`config.mk`:
```
export PLATFORM = sky130hd
export DESIGN_NAME = hover_fade_opacity_ramp
export DESIGN_NICKNAME = d
export VERILOG_FILES = /design/src/design/hfor_pkg.sv /design/src/design/hfor_ctrl.sv /design/src/design/hfor_dp.sv /design/src/design/hover_fade_opacity_ramp.sv
export SDC_FILE = /design/constraint.sdc
export NUM_CORES = 2
export LEC_CHECK = 0
export BUFFER_PORTS_ARGS = -buffer_cell sky130_fd_sc_hd__buf_2
export CAP_MARGIN = 20
export CORE_MARGIN = 2
export CORE_UTILIZATION = 70
export CTS_BUF_LIST = sky130_fd_sc_hd__clkbuf_8
export DETAILED_ROUTE_END_ITERATION = 16
export PLACE_DENSITY = 0.95
export SKIP_CTS_REPAIR_TIMING = 1
export SLEW_MARGIN = 20
export SYNTH_ARGS = -nofsm -noshare
export SYNTH_HDL_FRONTEND = slang
export SYNTH_SLANG_ARGS = --single-unit
export TNS_END_PERCENT = 1
```
`constraint.sdc`:
```
create_clock -name aclk -period 16.5 [get_ports aclk]
set_clock_uncertainty 0.15 [all_clocks]
set_input_delay 1.65 -clock aclk [delete_from_list [all_inputs] [get_ports aclk]]
set_output_delay 1.65 -clock aclk [all_outputs]
set_load 0.05 [all_outputs]
```
`src/design/hfor_pkg.sv`:
```
// Shared types and constants of the hover fade opacity ramp.
// Used by hfor_ctrl, hfor_dp and hover_fade_opacity_ramp; depends on nothing.
`default_nettype none

package hfor_pkg;

    // Field widths
    localparam int LEVEL_W   = 17;
    localparam int FADE_W    = 24;
    localparam int SURF_W    = 16;
    localparam int DELTA_W   = 16;
    localparam int VALUE_W   = 18;
    localparam int MODE_W    = 3;
    localparam int IN_DATA_W = 56;
    localparam int OUT_DATA_W = 24;
    localparam int CFG_IDX_W = 1;

    // Product of a level difference and the elapsed time, and the divider split
    localparam int PROD_W = LEVEL_W + FADE_W;
    localparam int QUOT_W = LEVEL_W;
    localparam int REM_W  = FADE_W;
    localparam int CNT_W  = 5;

    // 1.0 in opacity units
    localparam logic [LEVEL_W-1:0] LEVEL_ONE = 17'h10000;

    // Configuration register indexes
    localparam logic [CFG_IDX_W-1:0] CFG_FADE_TIME  = 1'b0;
    localparam logic [CFG_IDX_W-1:0] CFG_SURFACE_ID = 1'b1;

    // Item kinds; codes 6 and 7 are ignored
    typedef enum logic [MODE_W-1:0] {
        MODE_ENTER     = 3'd0,
        MODE_LEAVE     = 3'd1,
        MODE_MOVE      = 3'd2,
        MODE_TICK      = 3'd3,
        MODE_SET_BASE  = 3'd4,
        MODE_SET_HOVER = 3'd5
    } mode_t;

    // Controller to datapath
    typedef struct packed {
        logic capture;    // latch the input transaction
        logic do_event;   // commit a hover enter or leave
        logic do_set;     // commit a set item and load the output register
        logic tick_acc;   // advance the elapsed time
        logic mul;        // load the product into the divider register
        logic div_step;   // one restoring division step
        logic tick_done;  // commit the ramp level and load the output register
    } dp_cmd_t;

    // Datapath to controller
    typedef struct packed {
        mode_t mode;
        logic  surf_match;
        logic  fade_zero;
    } dp_stat_t;

endpackage

`default_nettype wire

```
`src/design/hfor_ctrl.sv`:
```
// Controller of the hover fade opacity ramp: sequences one transaction at a time.
// Depends on hfor_pkg; drives the command struct of hfor_dp.
`default_nettype none

module hfor_ctrl (
    input  wire logic              aclk,
    input  wire logic              aresetn,
    input  wire logic              s_tvalid,
    output logic                   s_tready,
    output logic                   m_tvalid,
    input  wire logic              m_tready,
    input  wire hfor_pkg::dp_stat_t stat,
    output hfor_pkg::dp_cmd_t      cmd
);
    import hfor_pkg::*;

    typedef enum logic [2:0] {
        ST_IDLE,
        ST_DECODE,
        ST_MUL,
        ST_DIV,
        ST_FIN
    } state_t;

    state_t            state_reg, state_next;
    logic              m_tvalid_reg, m_tvalid_next;
    logic [CNT_W-1:0]  cnt_reg, cnt_next;
    logic              out_free;
    logic              load_out;

    localparam logic [CNT_W-1:0] CNT_LAST = CNT_W'(QUOT_W - 1);

    // Output slot is free if empty or drained this cycle
    assign out_free = !m_tvalid_reg || m_tready;
    assign s_tready = (state_reg == ST_IDLE);
    assign m_tvalid = m_tvalid_reg;

    // Next state and commands
    always_comb begin
        state_next = state_reg;
        cnt_next   = cnt_reg;
        cmd        = '0;
        unique case (state_reg)
            ST_IDLE: begin
                if (s_tvalid) begin
                    cmd.capture = 1'b1;
                    state_next  = ST_DECODE;
                end
            end
            ST_DECODE: begin
                unique case (stat.mode)
                    MODE_ENTER, MODE_LEAVE: begin
                        cmd.do_event = stat.surf_match;
                        state_next   = ST_IDLE;
                    end
                    MODE_TICK: begin
                        cmd.tick_acc = 1'b1;
                        state_next   = stat.fade_zero ? ST_FIN : ST_MUL;
                    end
                    MODE_SET_BASE, MODE_SET_HOVER: begin
                        if (out_free) begin
                            cmd.do_set = 1'b1;
                            state_next = ST_IDLE;
                        end
                    end
                    default: begin
                        state_next = ST_IDLE;
                    end
                endcase
            end
            ST_MUL: begin
                cmd.mul    = 1'b1;
                cnt_next   = '0;
                state_next = ST_DIV;
            end
            ST_DIV: begin
                cmd.div_step = 1'b1;
                cnt_next     = cnt_reg + 1'b1;
                if (cnt_reg == CNT_LAST) begin
                    state_next = ST_FIN;
                end
            end
            ST_FIN: begin
                if (out_free) begin
                    cmd.tick_done = 1'b1;
                    state_next    = ST_IDLE;
                end
            end
            default: begin
                state_next = ST_IDLE;
            end
        endcase
    end

    // Result valid flag
    assign load_out = cmd.do_set || cmd.tick_done;

    always_comb begin
        m_tvalid_next = m_tvalid_reg;
        if (m_tready) begin
            m_tvalid_next = 1'b0;
        end
        if (load_out) begin
            m_tvalid_next = 1'b1;
        end
    end

    always_ff @(posedge aclk) begin
        if (!aresetn) begin
            state_reg    <= ST_IDLE;
            m_tvalid_reg <= 1'b0;
            cnt_reg      <= '0;
        end else begin
            state_reg    <= state_next;
            m_tvalid_reg <= m_tvalid_next;
            cnt_reg      <= cnt_next;
        end
    end

endmodule

`default_nettype wire

```
`src/design/hfor_dp.sv`:
```
// Datapath of the hover fade opacity ramp: configuration, fade state,
// multiplier, restoring divider and output register. Depends on hfor_pkg.
`default_nettype none

module hfor_dp (
    input  wire logic                          aclk,
    input  wire logic                          aresetn,
    input  wire logic [hfor_pkg::IN_DATA_W-1:0] s_tdata,
    input  wire logic [hfor_pkg::MODE_W-1:0]    s_tuser,
    input  wire logic                          cfg_we,
    input  wire logic [hfor_pkg::CFG_IDX_W-1:0] cfg_index,
    input  wire logic [hfor_pkg::FADE_W-1:0]    cfg_wdata,
    input  wire hfor_pkg::dp_cmd_t             cmd,
    output hfor_pkg::dp_stat_t                 stat,
    output logic [hfor_pkg::LEVEL_W-1:0]       opacity_out,
    output logic                               apply_now
);
    import hfor_pkg::*;

    // Configuration
    logic [FADE_W-1:0]  fade_time_reg;
    logic [SURF_W-1:0]  surface_id_reg;

    // Captured transaction
    mode_t               mode_reg;
    logic [SURF_W-1:0]   surf_reg;
    logic [DELTA_W-1:0]  delta_reg;
    logic [VALUE_W-1:0]  value_reg;

    // Fade state
    logic                hover_reg;
    logic [LEVEL_W-1:0]  base_reg, hover_lvl_reg, cur_reg, start_reg, target_reg;
    logic [FADE_W-1:0]   elapsed_reg;

    // Divider: remainder above, dividend bits shifted out and quotient in below
    logic [PROD_W-1:0]   div_reg;

    // Output register
    logic [LEVEL_W-1:0]  opacity_reg;
    logic                apply_reg;

    logic [LEVEL_W-1:0]  goal;
    logic [LEVEL_W-1:0]  clamped;
    logic                set_active;
    logic [FADE_W:0]     elapsed_sum;
    logic [FADE_W-1:0]   elapsed_next;
    logic                ramp_up;
    logic [LEVEL_W-1:0]  ramp_diff;
    logic [PROD_W-1:0]   product;
    logic [REM_W:0]      shifted;
    logic                step_ge;
    logic [REM_W:0]      step_sub;
    logic [QUOT_W-1:0]   quot;
    logic [LEVEL_W-1:0]  ramp_level;

    assign stat.mode       = mode_reg;
    assign stat.surf_match = (surf_reg == surface_id_reg);
    assign stat.fade_zero  = (fade_time_reg == '0);

    // Enter fades toward the hover level, leave toward the base level
    assign goal = (mode_reg == MODE_ENTER) ? hover_lvl_reg : base_reg;

    // Clamp the signed request to [0, 1.0]
    always_comb begin
        if (value_reg[VALUE_W-1]) begin
            clamped = '0;
        end else if (value_reg[VALUE_W-2:0] > LEVEL_ONE) begin
            clamped = LEVEL_ONE;
        end else begin
            clamped = value_reg[LEVEL_W-1:0];
        end
    end

    // Set base acts when not hovering, set hover when hovering
    assign set_active = (mode_reg == MODE_SET_BASE) ? !hover_reg : hover_reg;

    // Elapsed time: add the non-negative delta, saturate at the fade time
    always_comb begin
        elapsed_sum = {1'b0, elapsed_reg}
                    + (delta_reg[DELTA_W-1] ? '0 : (FADE_W+1)'(delta_reg));
        if (elapsed_sum > {1'b0, fade_time_reg}) begin
            elapsed_next = fade_time_reg;
        end else begin
            elapsed_next = elapsed_sum[FADE_W-1:0];
        end
    end

    // Ramp magnitude times elapsed time
    assign ramp_up   = (target_reg >= start_reg);
    assign ramp_diff = ramp_up ? (target_reg - start_reg) : (start_reg - target_reg);
    assign product   = {{FADE_W{1'b0}}, ramp_diff} * {{LEVEL_W{1'b0}}, elapsed_reg};

    // Restoring division step; the quotient fits the level width
    assign shifted  = {div_reg[PROD_W-1:QUOT_W], div_reg[QUOT_W-1]};
    assign step_ge  = (shifted >= {1'b0, fade_time_reg});
    assign step_sub = shifted - {1'b0, fade_time_reg};
    assign quot     = div_reg[QUOT_W-1:0];

    // Interpolated level, truncated toward the start level
    always_comb begin
        if (fade_time_reg == '0) begin
            ramp_level = target_reg;
        end else if (ramp_up) begin
            ramp_level = start_reg + quot;
        end else begin
            ramp_level = start_reg - quot;
        end
    end

    // Configuration writes
    always_ff @(posedge aclk) begin
        if (!aresetn) begin
            fade_time_reg  <= '0;
            surface_id_reg <= '0;
        end else if (cfg_we) begin
            unique case (cfg_index)
                CFG_FADE_TIME:  fade_time_reg  <= cfg_wdata;
                CFG_SURFACE_ID: surface_id_reg <= cfg_wdata[SURF_W-1:0];
                default: ;
            endcase
        end
    end

    // Input capture, divider and output register, no reset needed
    always_ff @(posedge aclk) begin
        if (cmd.capture) begin
            mode_reg  <= mode_t'(s_tuser);
            surf_reg  <= s_tdata[15:0];
            delta_reg <= s_tdata[31:16];
            value_reg <= s_tdata[49:32];
        end
        if (cmd.mul) begin
            div_reg <= product;
        end else if (cmd.div_step) begin
            div_reg[PROD_W-1:QUOT_W] <= step_ge ? step_sub[REM_W-1:0]
                                                 : shifted[REM_W-1:0];
            div_reg[QUOT_W-1:0]      <= {div_reg[QUOT_W-2:0], step_ge};
        end
        if (cmd.do_set) begin
            opacity_reg <= clamped;
            apply_reg   <= set_active;
        end else if (cmd.tick_done) begin
            opacity_reg <= ramp_level;
            apply_reg   <= 1'b1;
        end
    end

    // Fade state
    always_ff @(posedge aclk) begin
        if (!aresetn) begin
            hover_reg     <= 1'b0;
            base_reg      <= LEVEL_ONE;
            hover_lvl_reg <= LEVEL_ONE;
            cur_reg       <= LEVEL_ONE;
            start_reg     <= LEVEL_ONE;
            target_reg    <= LEVEL_ONE;
            elapsed_reg   <= '0;
        end else begin
            if (cmd.do_event) begin
                hover_reg   <= (mode_reg == MODE_ENTER);
                elapsed_reg <= '0;
                target_reg  <= goal;
                if (fade_time_reg == '0) begin
                    cur_reg   <= goal;
                    start_reg <= goal;
                end else begin
                    start_reg <= cur_reg;
                end
            end
            if (cmd.do_set) begin
                if (mode_reg == MODE_SET_BASE) begin
                    base_reg <= clamped;
                end else begin
                    hover_lvl_reg <= clamped;
                end
                if (set_active) begin
                    cur_reg     <= clamped;
                    start_reg   <= clamped;
                    target_reg  <= clamped;
                    elapsed_reg <= fade_time_reg;
                end
            end
            if (cmd.tick_acc) begin
                elapsed_reg <= elapsed_next;
            end
            if (cmd.tick_done) begin
                cur_reg <= ramp_level;
            end
        end
    end

    assign opacity_out = opacity_reg;
    assign apply_now   = apply_reg;

endmodule

`default_nettype wire

```
`src/design/hover_fade_opacity_ramp.sv`:
```
// Top level of the hover fade opacity ramp: joins controller and datapath.
// Depends on hfor_pkg, hfor_ctrl and hfor_dp.
//
// Usage:
//   Items enter on the s_ stream (tuser = kind, tdata = surface, delta, level)
//   and results leave on the m_ stream (tdata = opacity, tuser = apply flag).
//   Hover enter, leave and move items produce no result; ticks and set items
//   produce one. Configuration goes in on cfg_valid/cfg_index/cfg_wdata, and
//   cfg_ready is always high; write only while the block is idle.
//   One transaction is in work at a time. Enter, leave and move pass through
//   decode and return to idle. A set item commits in decode once the output
//   slot is free; its result is valid in the cycle after decode. A tick runs
//   decode, a multiply state, 17 steps of the restoring divider (one quotient
//   bit each), and the final add; with a fade time of zero it skips to the add.
//   The result sits in an output register; a new item is accepted while it
//   waits, and a stalled receiver holds back only the next item that has a
//   result to deliver.
//   Reset (aresetn low, synchronous) clears the configuration to zero, sets
//   every level to fully opaque, clears hover and elapsed time, and empties
//   the output register.
`default_nettype none

module hover_fade_opacity_ramp (
    input  wire logic                           aclk,
    input  wire logic                           aresetn,
    input  wire logic                           s_tvalid,
    output logic                                s_tready,
    // [15:0] event_surface, [31:16] time_delta, [49:32] level_value, [55:50] zero
    input  wire logic [hfor_pkg::IN_DATA_W-1:0] s_tdata,
    // [2:0] mode
    input  wire logic [hfor_pkg::MODE_W-1:0]    s_tuser,
    output logic                                m_tvalid,
    input  wire logic                           m_tready,
    // [16:0] opacity_out, [23:17] zero
    output logic [hfor_pkg::OUT_DATA_W-1:0]     m_tdata,
    // [0] apply_now
    output logic                                m_tuser,
    input  wire logic                           cfg_valid,
    output logic                                cfg_ready,
    input  wire logic [hfor_pkg::CFG_IDX_W-1:0] cfg_index,
    input  wire logic [hfor_pkg::FADE_W-1:0]    cfg_wdata
);
    import hfor_pkg::*;

    dp_cmd_t             cmd;
    dp_stat_t            stat;
    logic [LEVEL_W-1:0]  opacity;
    logic                apply;

    assign cfg_ready = 1'b1;

    hfor_ctrl u_ctrl (
        .aclk     (aclk),
        .aresetn  (aresetn),
        .s_tvalid (s_tvalid),
        .s_tready (s_tready),
        .m_tvalid (m_tvalid),
        .m_tready (m_tready),
        .stat     (stat),
        .cmd      (cmd)
    );

    hfor_dp u_dp (
        .aclk        (aclk),
        .aresetn     (aresetn),
        .s_tdata     (s_tdata),
        .s_tuser     (s_tuser),
        .cfg_we      (cfg_valid && cfg_ready),
        .cfg_index   (cfg_index),
        .cfg_wdata   (cfg_wdata),
        .cmd         (cmd),
        .stat        (stat),
        .opacity_out (opacity),
        .apply_now   (apply)
    );

    // Pack the result
    assign m_tdata = {{(OUT_DATA_W-LEVEL_W){1'b0}}, opacity};
    assign m_tuser = apply;

endmodule

`default_nettype wire
```
==> flow_metrics.env <==
export IMPL_fin_crit_ps=10140
export IMPL_required_ps=16630
export IMPL_crit_slowest_cell="fa_1"
export IMPL_clk_latency_ps=590
export IMPL_switchingPower_w=0.000814
export IMPL_synthesis_area_mm2=0.0312
export IMPL_wire_per_inst_um=21.3
export IMPL_syn_area_per_cell_um2=8.41
export IMPL_synth_compound_area_share_pct=14.4
export IMPL_critPathLaunchType="flop"
export IMPL_clock_root_buffer="clkbuf_8"
export IMPL_core_region_area_mm2=0.0441
export IMPL_cts_sinks=271
export IMPL_first_global_vias=28896
export IMPL_crit_fanout=52
export IMPL_hpwl_mm=64.0
export IMPL_yosys_area_top_type="fa_1"
export IMPL_worst_hold_slack_ps=341
export IMPL_pwr_share_seq_pct=36.9
export IMPL_drive_gt1_share_pct=7.11
export IMPL_yosysMostFrequentCell="nand2_1"
export IMPL_grt_setup_unrepaired="false"
export IMPL_synth_seq_cells=271
export IMPL_cts_clk_slew_worst_paths_ps=70
export IMPL_grt_total_usage_pct=39.4
export IMPL_synth_xor_area_share_pct=3.84
export IMPL_yosys_area_top_type_share_pct=21.4
export IMPL_cts_buffers_inserted=38
export IMPL_period_share_pct=61.5
export IMPL_power_density_mw_per_mm2=62.3
export IMPL_fmax_ghz=0.0986
export IMPL_syn_to_final_growth_pct=5.26
export IMPL_synthMuxAreaShare_pct=3.08
export IMPL_avgViaCountPerCell=6.60
export IMPL_tns_ps=0
export IMPL_firstDrtPassIters=7
export IMPL_synth_ff_type="dfxtp_1"
export IMPL_comb_power_share_pct=36.7
export IMPL_port_buffers=102
export IMPL_power_share_clock_pct=26.4
export IMPL_crit_type="reg2reg"
export IMPL_finalNetCount=4337
export IMPL_grt_overflow=0
export IMPL_max_cap_viol_count=0
export IMPL_vias=28433
export IMPL_grt_max_degree=96
export IMPL_relSlewSlack_pct=17.3
export IMPL_ys_types=78
export IMPL_h_tree_depth=2
export IMPL_p_int_w=0.00123
export IMPL_tightest_slew_ps=1240
export IMPL_crit_path_end_kind="flop"
export IMPL_yosys_top_cells_area="fa_1 21%, edfxtp_1 11%, dfxtp_1 10%"
export IMPL_die_y_um=215
export IMPL_nFillCells=2731
export IMPL_synth_simple_area_share_pct=17.9
export IMPL_syn_inst=3708
export IMPL_clockBufferDepth=3
export IMPL_maxSlewViolCount=0
export IMPL_seq_area_frac_synth_pct=21.0
export IMPL_yosys_warnings=0
export IMPL_hold_violations=0
export IMPL_final_cell_area_mm2=0.0328
export IMPL_critPathMaxStageDelay_ps=580
export IMPL_cts_tree="yes"
export IMPL_initial_core_util_pct=70.7
export IMPL_drt_iter0_markers=3723
export IMPL_worstPathArrival_ps=10280
export IMPL_largest_reg_flops=41
export IMPL_antenna_found_initial=3
export IMPL_outcome="finished clean"
export IMPL_hold_class="reg2reg"
export IMPL_wl_mm=91.7
export IMPL_seq_area_mm2=0.00655
export IMPL_cpMostUsedCell="fa_1"
export IMPL_rows=77
export IMPL_grt_pass1_wl_mm=147
export IMPL_dieArea_mm2=0.0463
export IMPL_irDropWorstVdd_uv=92.8
export IMPL_ys_top_cells_by_count="596 x nand2_1, 506 x inv_1, 334 x fa_1"
export IMPL_die_w_um=215
export IMPL_io_pins=117
export IMPL_switching_share_pct=39.7
export IMPL_drt_antenna_violating_nets=0
export IMPL_synth_fa_ha_area_share_pct=30.7
export IMPL_async_flop_share_pct=0
export IMPL_setup_viol=0
export IMPL_multi_input_area_mm2=0.0220
export IMPL_p_leak_nw=14.6
export IMPL_synth_top_family_by_area="adder cells"
export IMPL_place_gp_congestion=0.948
export IMPL_drc=0
export IMPL_synth_edf_count=112
export IMPL_placed_cell_area_mm2=0.0321
-- cell type report --
class | count | area share (%)
antenna | 2 | 0.0152
clock buffer | 45 | 1.89
clock inverter | 25 | 0.427
inverter | 506 | 5.78
multi-input combinational | 2716 | 67.0
sequential | 271 | 19.9
tap | 592 | 2.26
timing repair buffer | 151 | 2.74
-- per-layer routing --
| metal | vias to the layer above | routed length (um) | global-route usage [%] |
|---|---|---|---|
| met2 | 2440 | 41500 | 63.2 |
| li1 | 12084 | - | - |
| met3 | 649 | 13300 | 10.4 |
| met4 | 4 | 6230 | 23.1 |
| met5 | - | 27 | 0 |
| met1 | 13256 | 30700 | 48.1 |
-- power groups by stage --
| stage | clock (W) | combinational, W | sequential (W) |
|---|---|---|---|
| floorplan | 0 | 0.000484 | 0.000764 |
| global placement | 0 | 0.000678 | 0.000765 |
| detailed placement | 0 | 0.000705 | 0.000766 |
| CTS | 0.000537 | 0.000717 | 0.000752 |
| global route | 0.000562 | 0.000790 | 0.000755 |
| finish | 0.000541 | 0.000751 | 0.000755 |
-- kinds of logic after synthesis --
| kind of cell | count (synthesis) |
|---|---|
| muxes | 92 |
| AOI/OAI and AO/OA | 706 |
| DFF | 271 |
| adders and majority gates | 564 |
| and+or+nand+nor | 1210 |
| other | 2 |
| xor gates and xnor gates | 136 |
| buffers and inverters | 727 |
-- through the flow --
stage	setup WS [ps]	util (%)	power, W	std cells
after floorplan	8320	-	0.00125	3714
after global placement	6710	72.6	0.00144	4235
after detailed placement	6570	72.7	0.00147	4236
after CTS	6540	74.4	0.00201	4306
after global routing	5960	74.4	0.00211	4307
final	6360	74.4	0.00205	4308
-- final timing paths --
check	start	end	slack, ps	depth (start not counted)
setup / recovery	u_dp.target_reg[14]	u_dp.div_reg[29]	6360	33
setup reg to reg	u_dp.target_reg[14]	u_dp.div_reg[29]	6360	33
hold / removal	u_dp.base_reg[16]	u_dp.base_reg[16]	340	2
hold reg to reg	u_dp.base_reg[16]	u_dp.base_reg[16]	340	2
-- layout by cell type, fill, tap and decap left out, drive strengths merged, types with 18 or more instances in the layout --
cell type  instances
nand2b            22
ha               230
o21ai            156
a21o              46
clkbuf            45
dfxtp            159
nor2             168
a211oi            25
and2             173
o211ai            36
nand3             60
nand2            596
o21bai            18
o21a              29
nor3              36
xnor2             95
nor2b             58
nand4             40
a21boi            46
edfxtp           112
xor2              41
a21oi            231
a31oi             20
mux2i             76
fa               334
buf              151
inv              518
-- worst max-delay path, delay by kind of cell (launching register included) --
kind | cells | cell delay [ps]
AO/OA/AOI/OAI | 11 | 2520
buffers and inverters | 7 | 1330
XOR/XNOR | 2 | 500
multiplexers | 2 | 540
adder cells (fa/ha/maj) | 8 | 3870
flip-flops | 1 | 410
AND/OR/NAND/NOR | 3 | 460
(Power assumes the default switching activity.)
